<file path="src/vmpc_pkg.sv">
`timescale 1ns / 1ps
// ----------------------------------------------------------------------------
// vmpc_pkg: valve motor position control package
// Shared types, codes and register reset values for the controller.
// ----------------------------------------------------------------------------
package vmpc_pkg;

	// Event codes of an input transaction
	localparam logic [2:0] OP_TICK   = 3'd0;
	localparam logic [2:0] OP_PULSE  = 3'd1;
	localparam logic [2:0] OP_SETPOS = 3'd2;
	localparam logic [2:0] OP_AOPEN  = 3'd3;
	localparam logic [2:0] OP_ACLOSE = 3'd4;

	// Register indexes on the configuration port
	localparam logic [1:0] REG_STALL_TIMEOUT = 2'd0;
	localparam logic [1:0] REG_MAX_RT_OPEN   = 2'd1;
	localparam logic [1:0] REG_MAX_RT_CLOSE  = 2'd2;
	localparam logic [1:0] REG_MIN_RANGE     = 2'd3;

	localparam int unsigned PADDR_W = 4;

	localparam logic [7:0]  RST_STALL_TIMEOUT = 8'd20;
	localparam logic [15:0] RST_MAX_RT_OPEN   = 16'd1000;
	localparam logic [15:0] RST_MAX_RT_CLOSE  = 16'd1000;
	localparam logic [14:0] RST_MIN_RANGE     = 15'd100;

	// Drive pin patterns, bit 0 open, bit 1 close
	localparam logic [1:0] PINS_OFF   = 2'b00;
	localparam logic [1:0] PINS_OPEN  = 2'b01;
	localparam logic [1:0] PINS_CLOSE = 2'b10;

	typedef enum logic [1:0] {
		MOVE_OFF   = 2'd0,
		MOVE_OPEN  = 2'd1,
		MOVE_CLOSE = 2'd2
	} dir_t;

	typedef enum logic [1:0] {
		CMD_NONE   = 2'd0,
		CMD_SET    = 2'd1,
		CMD_AOPEN  = 2'd2,
		CMD_ACLOSE = 2'd3
	} cmd_t;

	typedef struct packed {
		logic [7:0]  stall_timeout_ticks;
		logic [15:0] max_runtime_open;
		logic [15:0] max_runtime_close;
		logic [14:0] min_range;
	} cfg_t;

	typedef struct packed {
		logic [2:0]         op;
		logic signed [15:0] target;
	} in_item_t;

	typedef struct packed {
		logic signed [15:0] position;
		logic               running;
		logic               drive_open;
		logic               drive_close;
		logic               adapted;
		logic               done_res;
		logic               ok;
	} out_item_t;

	typedef struct packed {
		dir_t               direction;
		logic [1:0]         drive_pins;
		logic [7:0]         stall_count;
		logic [15:0]        run_ticks;
		logic signed [15:0] pos_count;
		logic signed [15:0] pos_max;
		logic signed [15:0] pos_target;
		cmd_t               pending_cmd;
	} ctl_state_t;

endpackage

</file>
<file path="src/vmpc_regs.sv">
`timescale 1ns / 1ps
// ----------------------------------------------------------------------------
// vmpc_regs: configuration registers
// APB-style register file holding the stall timeout, runtime limits and the
// minimum travel range.
// ----------------------------------------------------------------------------
module vmpc_regs (
	input  logic                             clk,
	input  logic                             arst_n,
	input  logic                             psel,
	input  logic                             penable,
	input  logic                             pwrite,
	input  logic [vmpc_pkg::PADDR_W-1:0]     paddr,
	input  logic [31:0]                      pwdata,
	output logic [31:0]                      prdata,
	output logic                             pready,
	output vmpc_pkg::cfg_t                   cfg
);

	logic             wr_en;
	logic [1:0]       reg_idx;
	vmpc_pkg::cfg_t   cfg_q;

	assign pready  = 1'b1;
	assign wr_en   = psel && penable && pwrite;
	assign reg_idx = paddr[3:2];
	assign cfg     = cfg_q;

	always_ff @(posedge clk or negedge arst_n) begin
		if (!arst_n) begin
			cfg_q.stall_timeout_ticks <= vmpc_pkg::RST_STALL_TIMEOUT;
			cfg_q.max_runtime_open    <= vmpc_pkg::RST_MAX_RT_OPEN;
			cfg_q.max_runtime_close   <= vmpc_pkg::RST_MAX_RT_CLOSE;
			cfg_q.min_range           <= vmpc_pkg::RST_MIN_RANGE;
		end else if (wr_en) begin
			unique case (reg_idx)
				vmpc_pkg::REG_STALL_TIMEOUT: cfg_q.stall_timeout_ticks <= pwdata[7:0];
				vmpc_pkg::REG_MAX_RT_OPEN:   cfg_q.max_runtime_open    <= pwdata[15:0];
				vmpc_pkg::REG_MAX_RT_CLOSE:  cfg_q.max_runtime_close   <= pwdata[15:0];
				vmpc_pkg::REG_MIN_RANGE:     cfg_q.min_range           <= pwdata[14:0];
				default: ;
			endcase
		end
	end

	always_comb begin
		unique case (reg_idx)
			vmpc_pkg::REG_STALL_TIMEOUT: prdata = {24'd0, cfg_q.stall_timeout_ticks};
			vmpc_pkg::REG_MAX_RT_OPEN:   prdata = {16'd0, cfg_q.max_runtime_open};
			vmpc_pkg::REG_MAX_RT_CLOSE:  prdata = {16'd0, cfg_q.max_runtime_close};
			vmpc_pkg::REG_MIN_RANGE:     prdata = {17'd0, cfg_q.min_range};
			default:                     prdata = 32'd0;
		endcase
	end

endmodule

</file>
<file path="src/vmpc_core.sv">
`timescale 1ns / 1ps
// ----------------------------------------------------------------------------
// vmpc_core: controller next-state logic
// Applies one event to the controller state and forms the status result.
// ----------------------------------------------------------------------------
module vmpc_core (
	input  vmpc_pkg::in_item_t    item,
	input  vmpc_pkg::ctl_state_t  cur,
	input  vmpc_pkg::cfg_t        cfg,
	output vmpc_pkg::ctl_state_t  nxt,
	output vmpc_pkg::out_item_t   res
);

	logic               busy;
	logic               done;
	logic               ok;
	logic signed [15:0] tgt;
	logic signed [15:0] neg_pos;
	logic signed [15:0] min_rng;

	always_comb begin
		nxt     = cur;
		done    = 1'b0;
		ok      = 1'b0;
		busy    = (cur.direction != vmpc_pkg::MOVE_OFF);
		tgt     = item.target;
		neg_pos = 16'sd0;
		min_rng = $signed({1'b0, cfg.min_range});

		unique case (item.op)
			vmpc_pkg::OP_TICK: begin
				if (cur.stall_count != 8'hFF)
					nxt.stall_count = cur.stall_count + 8'd1;
				if (nxt.stall_count > cfg.stall_timeout_ticks) begin
					nxt.drive_pins = vmpc_pkg::PINS_OFF;
					nxt.direction  = vmpc_pkg::MOVE_OFF;
				end
				if (nxt.direction != vmpc_pkg::MOVE_OFF && cur.run_ticks != 16'hFFFF)
					nxt.run_ticks = cur.run_ticks + 16'd1;
				// target stop only once the travel is known
				if (cur.pos_max != 16'sd0) begin
					if (nxt.direction == vmpc_pkg::MOVE_OPEN && cur.pos_count >= cur.pos_target)
						nxt.drive_pins = vmpc_pkg::PINS_OFF;
					else if (nxt.direction == vmpc_pkg::MOVE_CLOSE
						&& cur.pos_count <= cur.pos_target)
						nxt.drive_pins = vmpc_pkg::PINS_OFF;
				end
				if (cur.pending_cmd == vmpc_pkg::CMD_AOPEN
					&& nxt.run_ticks > cfg.max_runtime_open)
					nxt.drive_pins = vmpc_pkg::PINS_OFF;
				if (cur.pending_cmd == vmpc_pkg::CMD_ACLOSE
					&& nxt.run_ticks > cfg.max_runtime_close)
					nxt.drive_pins = vmpc_pkg::PINS_OFF;
				// finish the pending command once the motor is disabled
				if (cur.pending_cmd != vmpc_pkg::CMD_NONE
					&& nxt.direction == vmpc_pkg::MOVE_OFF) begin
					done = 1'b1;
					if (cur.pending_cmd == vmpc_pkg::CMD_AOPEN) begin
						nxt.pos_count = 16'sd0;
						ok = (nxt.run_ticks <= cfg.max_runtime_open);
					end else if (cur.pending_cmd == vmpc_pkg::CMD_ACLOSE) begin
						if (nxt.run_ticks <= cfg.max_runtime_close) begin
							neg_pos = (cur.pos_count == 16'sh8000) ? 16'sh7FFF
								: -cur.pos_count;
							nxt.pos_count = 16'sd0;
							if (neg_pos < min_rng) begin
								nxt.pos_max = 16'sd0;
							end else begin
								nxt.pos_max = neg_pos;
								ok = 1'b1;
							end
						end
					end
					nxt.pending_cmd = vmpc_pkg::CMD_NONE;
				end
			end
			vmpc_pkg::OP_PULSE: begin
				if (cur.direction == vmpc_pkg::MOVE_OPEN && cur.pos_count != 16'sh7FFF)
					nxt.pos_count = cur.pos_count + 16'sd1;
				else if (cur.direction == vmpc_pkg::MOVE_CLOSE
					&& cur.pos_count != 16'sh8000)
					nxt.pos_count = cur.pos_count - 16'sd1;
				nxt.stall_count = 8'd0;
			end
			vmpc_pkg::OP_SETPOS: begin
				if (!busy) begin
					if (tgt < 16'sd0)
						tgt = 16'sd0;
					if (tgt > cur.pos_max)
						tgt = cur.pos_max;
					nxt.pos_target = tgt;
					if (tgt != cur.pos_count) begin
						nxt.direction   = (tgt > cur.pos_count) ? vmpc_pkg::MOVE_OPEN
							: vmpc_pkg::MOVE_CLOSE;
						nxt.drive_pins  = (tgt > cur.pos_count) ? vmpc_pkg::PINS_OPEN
							: vmpc_pkg::PINS_CLOSE;
						nxt.run_ticks   = 16'd0;
						nxt.stall_count = 8'd0;
						nxt.pending_cmd = vmpc_pkg::CMD_SET;
					end else begin
						done = 1'b1;
					end
				end
			end
			vmpc_pkg::OP_AOPEN: begin
				if (!busy) begin
					nxt.direction   = vmpc_pkg::MOVE_OPEN;
					nxt.drive_pins  = vmpc_pkg::PINS_OPEN;
					nxt.run_ticks   = 16'd0;
					nxt.stall_count = 8'd0;
					nxt.pending_cmd = vmpc_pkg::CMD_AOPEN;
				end
			end
			vmpc_pkg::OP_ACLOSE: begin
				if (!busy) begin
					nxt.direction   = vmpc_pkg::MOVE_CLOSE;
					nxt.drive_pins  = vmpc_pkg::PINS_CLOSE;
					nxt.run_ticks   = 16'd0;
					nxt.stall_count = 8'd0;
					nxt.pending_cmd = vmpc_pkg::CMD_ACLOSE;
				end
			end
			default: ;
		endcase

		res.position    = nxt.pos_count;
		res.running     = (nxt.direction != vmpc_pkg::MOVE_OFF);
		res.drive_open  = nxt.drive_pins[0];
		res.drive_close = nxt.drive_pins[1];
		res.adapted     = (nxt.pos_max != 16'sd0);
		res.done_res    = done;
		res.ok          = ok;
	end

endmodule

</file>
<file path="src/valve_motor_position_control.sv">
`timescale 1ns / 1ps
// ----------------------------------------------------------------------------
// valve_motor_position_control: encoder valve motor controller
// Takes tick, pulse and command events and reports motor status per event.
// ----------------------------------------------------------------------------
//   channel  | direction | handshake           | payload
//   in       | input     | in_valid / in_stall | in_item (op, target)
//   out      | output    | out_valid/out_stall | out_result (status)
//   config   | input     | APB psel/penable    | pwdata, prdata
//
// One transaction per cycle while the result is not stalled; the result
// register loads when go moves the accepted transaction out of stage 1.
// Stage 1 registers the event, the state update and the result register load
// happen together when go is set. A stalled result holds stage 1, which in
// turn raises in_stall. Reset clears the state and loads register defaults.
// ----------------------------------------------------------------------------
module valve_motor_position_control (
	input  logic                          clk,
	input  logic                          arst_n,
	input  logic                          in_valid,
	output logic                          in_stall,
	input  vmpc_pkg::in_item_t            in_item,
	output logic                          out_valid,
	input  logic                          out_stall,
	output vmpc_pkg::out_item_t           out_result,
	input  logic                          psel,
	input  logic                          penable,
	input  logic                          pwrite,
	input  logic [vmpc_pkg::PADDR_W-1:0]  paddr,
	input  logic [31:0]                   pwdata,
	output logic [31:0]                   prdata,
	output logic                          pready
);

	vmpc_pkg::cfg_t        cfg;
	vmpc_pkg::in_item_t    item_s1;
	logic                  vld_s1;
	vmpc_pkg::out_item_t   res_s2;
	logic                  vld_s2;
	vmpc_pkg::ctl_state_t  state_q;
	vmpc_pkg::ctl_state_t  state_nxt;
	vmpc_pkg::out_item_t   res_nxt;
	logic                  go;

	vmpc_regs u_regs (
		.clk     (clk),
		.arst_n  (arst_n),
		.psel    (psel),
		.penable (penable),
		.pwrite  (pwrite),
		.paddr   (paddr),
		.pwdata  (pwdata),
		.prdata  (prdata),
		.pready  (pready),
		.cfg     (cfg)
	);

	vmpc_core u_core (
		.item (item_s1),
		.cur  (state_q),
		.cfg  (cfg),
		.nxt  (state_nxt),
		.res  (res_nxt)
	);

	// advance stage 1 when the result register is free or being drained
	assign go         = vld_s1 && (!vld_s2 || !out_stall);
	assign in_stall   = vld_s1 && !go;
	assign out_valid  = vld_s2;
	assign out_result = res_s2;

	always_ff @(posedge clk or negedge arst_n) begin
		if (!arst_n) begin
			vld_s1 <= 1'b0;
			vld_s2 <= 1'b0;
			state_q.direction   <= vmpc_pkg::MOVE_OFF;
			state_q.drive_pins  <= vmpc_pkg::PINS_OFF;
			state_q.stall_count <= 8'd0;
			state_q.run_ticks   <= 16'd0;
			state_q.pos_count   <= 16'sd0;
			state_q.pos_max     <= 16'sd0;
			state_q.pos_target  <= 16'sd0;
			state_q.pending_cmd <= vmpc_pkg::CMD_NONE;
		end else begin
			if (in_valid && !in_stall)
				vld_s1 <= 1'b1;
			else if (go)
				vld_s1 <= 1'b0;
			if (go)
				vld_s2 <= 1'b1;
			else if (!out_stall)
				vld_s2 <= 1'b0;
			if (go)
				state_q <= state_nxt;
		end
	end

	always_ff @(posedge clk) begin
		if (in_valid && !in_stall)
			item_s1 <= in_item;
		if (go)
			res_s2 <= res_nxt;
	end

`ifndef SYNTHESIS
	a_pins_exclusive: assert property (@(posedge clk) disable iff (!arst_n)
		!(state_q.drive_pins[0] && state_q.drive_pins[1]))
		else $error("both drive pins active");

	a_idle_no_drive: assert property (@(posedge clk) disable iff (!arst_n)
		out_valid && !out_result.running |-> !out_result.drive_open && !out_result.drive_close)
		else $error("drive active while motor disabled");

	a_ok_with_done: assert property (@(posedge clk) disable iff (!arst_n)
		out_valid && out_result.ok |-> out_result.done_res)
		else $error("ok reported without a finished run");

	a_pending_when_running: assert property (@(posedge clk) disable iff (!arst_n)
		state_q.direction != vmpc_pkg::MOVE_OFF |-> state_q.pending_cmd != vmpc_pkg::CMD_NONE)
		else $error("motor running with no pending command");
`endif

endmodule

</file>
<file path="config.mk">
export PLATFORM = sky130hd
export DESIGN_NAME = valve_motor_position_control
export DESIGN_NICKNAME = d
export VERILOG_FILES = /design/src/vmpc_pkg.sv /design/src/vmpc_regs.sv /design/src/vmpc_core.sv /design/src/valve_motor_position_control.sv
export SDC_FILE = /design/constraint.sdc
export NUM_CORES = 1
export LEC_CHECK = 0
export ABC_CLOCK_PERIOD_IN_PS = 8500
export BUFFER_PORTS_ARGS = -buffer_cell sky130_fd_sc_hd__buf_2
export CAP_MARGIN = 20
export CORE_ASPECT_RATIO = 0.6
export CORE_MARGIN = 8
export CORE_UTILIZATION = 48
export DETAILED_ROUTE_END_ITERATION = 7
export GPL_ROUTABILITY_DRIVEN = 0
export PLACE_DENSITY = 0.78
export SLEW_MARGIN = 20
export SYNTH_ARGS = -nofsm -noshare
export SYNTH_HDL_FRONTEND = slang
export SYNTH_SLANG_ARGS = --single-unit
export TNS_END_PERCENT = 100
</file>
<file path="constraint.sdc">
create_clock -name clk -period 8.5 [get_ports clk]
set_input_delay 1.7 -clock clk [delete_from_list [all_inputs] [get_ports clk]]
set_output_delay 1.7 -clock clk [all_outputs]
set_load 0.03 [all_outputs]
</file>
Word level (Yosys, flattened, before mapping)
Index checks and enable logic that the tools add are counted.
{"block": "op_classes", "n_addsub": 5, "order_cmp": 11, "n_eq_ne": 25, "muxes": 55, "bitwise": 1, "reduce_logical": 39}
{"cell": "2-to-1 mux 16 bit", "n": 15}
{"cell": "one-hot mux 32 bit (4 select lines)", "n": 1}
{"cell": "2-to-1 mux 28 bit", "n": 4}
{"cell": "2-to-1 mux 32 bit", "n": 3}
{"cell": "greater-than comparator 16 bit", "n": 4}
{"cell": "one-hot mux 16 bit (4 select lines)", "n": 1}
{"cell": "<= comparator 16 bit", "n": 3}
{"cell": "inequality test 16 bit, second input constant", "n": 3}
{"cell": "one-hot mux 8 bit (5 select lines)", "n": 1}
{"cell": "one-hot mux 16 bit (2 select lines)", "n": 1}
{"cell": "nonzero test 16 bit", "n": 2}
{"cell": "2-to-1 mux 2 bit", "n": 11}
{"cell": "adder 16 x 1 -> 16 bit, second input constant", "n": 1}
{"cell": "adder 16 x 2 -> 16 bit, second input constant", "n": 1}
{"cell": "== test 16 bit, second input constant", "n": 1}
{"cell": "greater-or-equal comparator 16 bit", "n": 1}
{"cell": "< comparator 16 x 1 -> 1 bit, second input constant", "n": 1}
{"cell": "< comparator 16 bit", "n": 1}
{"cell": "2-to-1 mux 8 bit", "n": 2}
{"cell": "inequality test 16 bit", "n": 1}
{"cell": "negator 16 bit", "n": 1}
{"cell": "one-hot mux 4 bit (4 select lines)", "n": 1}
{"cell": "subtractor 16 x 2 -> 16 bit, second input constant", "n": 1}
{"cell": "logical AND 1 bit", "n": 13}
{"cell": "26 further kinds", "n": 62}
{"block": "totals", "register_bits": 176, "input_bits": 62}

Logic depth before layout (Yosys ltp)
{"block": "logic_depth", "word_depth": 17, "depth_mapped": 26}

Modules after synthesis
From an unflattened synthesis, not the netlist that was laid out.
{"block": "unflattened", "hier_cells": 1293, "hier_area_um2": 12876.1}
{"module": "vmpc_core", "instances": 1, "cells_per_inst": 911, "area_each_um2": 5968.2, "seq_area_each_um2": 0.0}
{"module": "valve_motor_position_control", "instances": 1, "cells_per_inst": 213, "area_each_um2": 4226.6, "seq_area_each_um2": 3233.1}
{"module": "vmpc_regs", "instances": 1, "cells_per_inst": 169, "area_each_um2": 2681.3, "seq_area_each_um2": 1397.6}

Worst setup path after synthesis
No wires, ideal clock.
{"block": "synth_path", "kind": "reg2reg", "start": "reg state_q[66] in the netlist's numbering", "end": "reg res_s2 (netlist bit out_result[17]) (data pin)", "setup_ns": 0.276, "t_arrival_ns": 5.221, "required_time_ns": 8.224, "setup_slack_ns": 3.003, "path_stages_with_launch": 23, "synth_period_minus_slack_ns": 5.497, "cell_sequence": "dfrtp_1 > ha_1 > nand2_1 > nor2_1 > nand3_1 > mux2_2 > ha_1 > nor2b_1 > o211ai_1 > a211oi_1 > or3_1 > buf_2 > nor3_1 > nand2_1 > xnor2_1 > ha_1 > nand4_1 > or4_1 > and2_1 > a211oi_1 > o21a_1 > buf_2 > a31oi_1"}
{"item": "from (decl)", "line_no": "valve_motor_position_control.sv:40", "rtl": "vmpc_pkg::ctl_state_t state_q;"}
{"item": "from (signal assigned)", "line_no": "valve_motor_position_control.sv:94", "rtl": "state_q <= state_nxt;"}
{"item": "to (signal assigned)", "line_no": "valve_motor_position_control.sv:102", "rtl": "res_s2 <= res_nxt;"}
{"item": "to (decl)", "line_no": "valve_motor_position_control.sv:38", "rtl": "vmpc_pkg::out_item_t res_s2;"}

==> out/metrics.yaml <==
status: "finished clean"
skew_ns: 0.0140
vias: 10263
power_frac_comb: 0.393
ys_seq_area_frac: 0.389
initial_core_util: 0.491
slew_headroom: 0.263
rsz0062_at_grt: "no"
cts.sinks: 176
ioPinCount: 119
max_stage_delay_ns: 0.79
grt_max_degree: 80
drv_cap: 0
cts_buffers: 17
cts-root-buf: "clkbuf_16"
cts_tree: "built"
setup_viol: 0
drc: 0
grt_usage: 0.222
p_leak_nw: 5.73
synth-edff-count: 41
placementRows: 44
path_max_fanout: 13
pwr-share-seq: 0.367
irDropWorstVdd_uv: 173
whs_ns: 0.500
final.fill_count: 2226
layout_min_cycle_time_ns: 7.06
clockBufferDepth: 2
yosys_warnings: 0
post_drt_via_cell_ratio: 6.09
crit_type: "reg -> reg"
ys_types: 79
synth-seq-cells: 176
wirelength_mm: 34.1
dp_hpwl_mm: 25.7
power.density_mw_per_mm2: 251
clock_latency_ns: 0.45
hold_viol: 0
startpoint_type: "flip-flop"
synth_cells: 1301
fmax_mhz: 142
antenna_found_initial: 0
finalCritPeriodShare: 0.830
drtIter0Drc: 1489
path_cells: "ha_1, nand2_1, nor2_1, a31oi_1, nand3_1, xnor2_1, ha_1, nand4_1, nor2_1, a21oi_1, or3_1, nor3_1, nand2_1, xnor2_1, ha_1, nand4_1, nor2_1, a221oi_1, or3b_1, a211oi_1, o21a_1, o21ai_0"
placed_area_sq_mm: 0.0125
hold_path.class: "reg -> reg"
ys.flop_type: "dfrtp_1"
dieHeight_um: 138
core_sq_mm: 0.0243
globalRoute.totalOverflow: 0
syn-cell-area_sq_mm: 0.0119
grt_pass1_vias: 9801
async_flop_share: 0.767
worstPathRequired_ns: 8.64
critical_path.endpoint_type: "flip-flop"
tns_ns: 0
intPower_mw: 1.94
drive_gt1_frac: 0.150
worstPathArrival_ns: 7.19
cts_hold_buf: 0
final_nets: 1517
postCtsSetupRepairBufs: 0
clkTransAtPathRegs_ns: 0.07
sw_frac_of_total: 0.409
cts_htree_levels: 4
post-route-cell-area_sq_mm: 0.0131
cp_slowest_cell: "nor3_1"
die_width_um: 219
port_buffers: 83
wl_per_cell_um: 20.3
dieArea_sq_mm: 0.0303
clockPowerShare: 0.240
drt_pass1_iterations: 6
syn_to_final_growth_pct: 9.77
switchingPower_mw: 1.34
postSynthAreaPerCell_sq_um: 9.16
ant_nets: 0
diodes: 0
worst_slew_pin_slew_ns: 1.09
cts_resized: 0
final_max_slew_viol_count: 0
grt_pass1_wl_mm: 53.6
-- through the flow --
step            util  std cells  total power [mW]  setup WS (ns)
2_1_floorplan      -       1316              2.08           3.00
3_3_place_gp   0.515       1652              2.41           1.92
3_5_place_dp   0.515       1652              2.46           1.74
4_1_cts        0.539       1684              3.25           1.66
5_1_grt        0.539       1684              3.47           1.14
6_report       0.539       1684              3.28           1.44
-- routing by layer --
| layer | global-route usage | share of wire |
|---|---|---|
| met4 | 0.0623 | 0.019 |
| met5 | 0 | 0 |
| met3 | 0.0736 | 0.12 |
| met2 | 0.296 | 0.40 |
| met1 | 0.332 | 0.46 |
-- synthesized netlist by cell type, types with 23 or more instances --
master	instances	area, sq um
a21o_1	26	195
a21oi_1	63	315
a22o_1	23	201
a31oi_1	28	175
clkbuf_1	48	180
dfrtp_1	118	2950
edfxtp_1	41	1230
ha_1	106	1330
inv_1	120	450
mux2_2	43	484
nand2_1	140	526
nand3_1	40	200
nand4_1	29	181
nor2_1	55	206
nor2b_1	23	144
o21ai_0	106	531
xnor2_1	25	219
-- sequential cells by signal, indices dropped and copies added, names as in the netlist --
register,count
u_regs.cfg,55
vld_s1,1
out_result,22
item_s1,19
out_valid,1
state_q,78
-- cell families after synthesis --
family                   after synthesis  synth area share
flip-flops                           176             0.389
AO/OA/AOI/OAI                        344             0.186
AND/OR/NAND/NOR                      387             0.161
other                                  2          0.000630
adder cells (fa/ha/maj)              106             0.111
buffers and inverters                198            0.0689
XOR/XNOR                              31            0.0228
multiplexers                          57            0.0608
-- power by group through the flow --
stage	Combinational (mW)	Clock [mW]	Sequential [mW]
after floorplan	0.916	0	1.16
after global placement	1.21	0	1.20
after detailed placement	1.25	0	1.21
after CTS	1.26	0.792	1.20
after global routing	1.42	0.826	1.22
final	1.29	0.788	1.21
-- cell usage in the layout (no fill, tap or decap), drive strengths merged, types with 21 or more instances in the layout --
master and n:
dfrtp 118, a22o 23, edfxtp 41, nor3 21, a31oi 28, clkbuf 26
xnor2 25, inv 123, nor2 56, nand2 140, nand3 40, ha 106
buf 91, nor2b 23, nand4 29, mux2 43, a21oi 63, a21o 26
o21ai 108
-- worst max-delay path: cells and delay by family, from the launching register on --
kind | cells | cell delay [ns]
XOR/XNOR | 2 | 0.49
flip-flops | 1 | 0.43
AND/OR/NAND/NOR | 11 | 3.01
adder cells (fa/ha/maj) | 3 | 0.89
AO/OA/AOI/OAI | 6 | 1.90
-- cell type report --
cell class	instances	area, sq um	share of cell area
multi-input cells	942	6530	0.499
well taps	322	403	0.0308
flip-flops and latches	176	4630	0.354
clock buffers	26	533	0.0407
inverters	121	454	0.0347
clock inverters	6	43.8	0.00335
repair buffers	91	485	0.0371
-- path summary, 6_finish.rpt --
| path | startpoint | endpoint | slack, ns | cells past startpoint |
|---|---|---|---|---|
| worst max-delay path | state_q[66] | out_result[18] | 1.44 | 22 |
| worst min-delay path | vld_s1 | out_valid | 0.50 | 1 |
| worst max register to register | state_q[66] | out_result[18] | 1.44 | 22 |
| worst min register to register | vld_s1 | out_valid | 0.50 | 1 |
| max in group asynchronous | arst_n | state_q[24] | 6.12 | 2 |
| min in group asynchronous | arst_n | vld_s1 | 1.21 | 1 |
(Power assumes the default switching activity.)
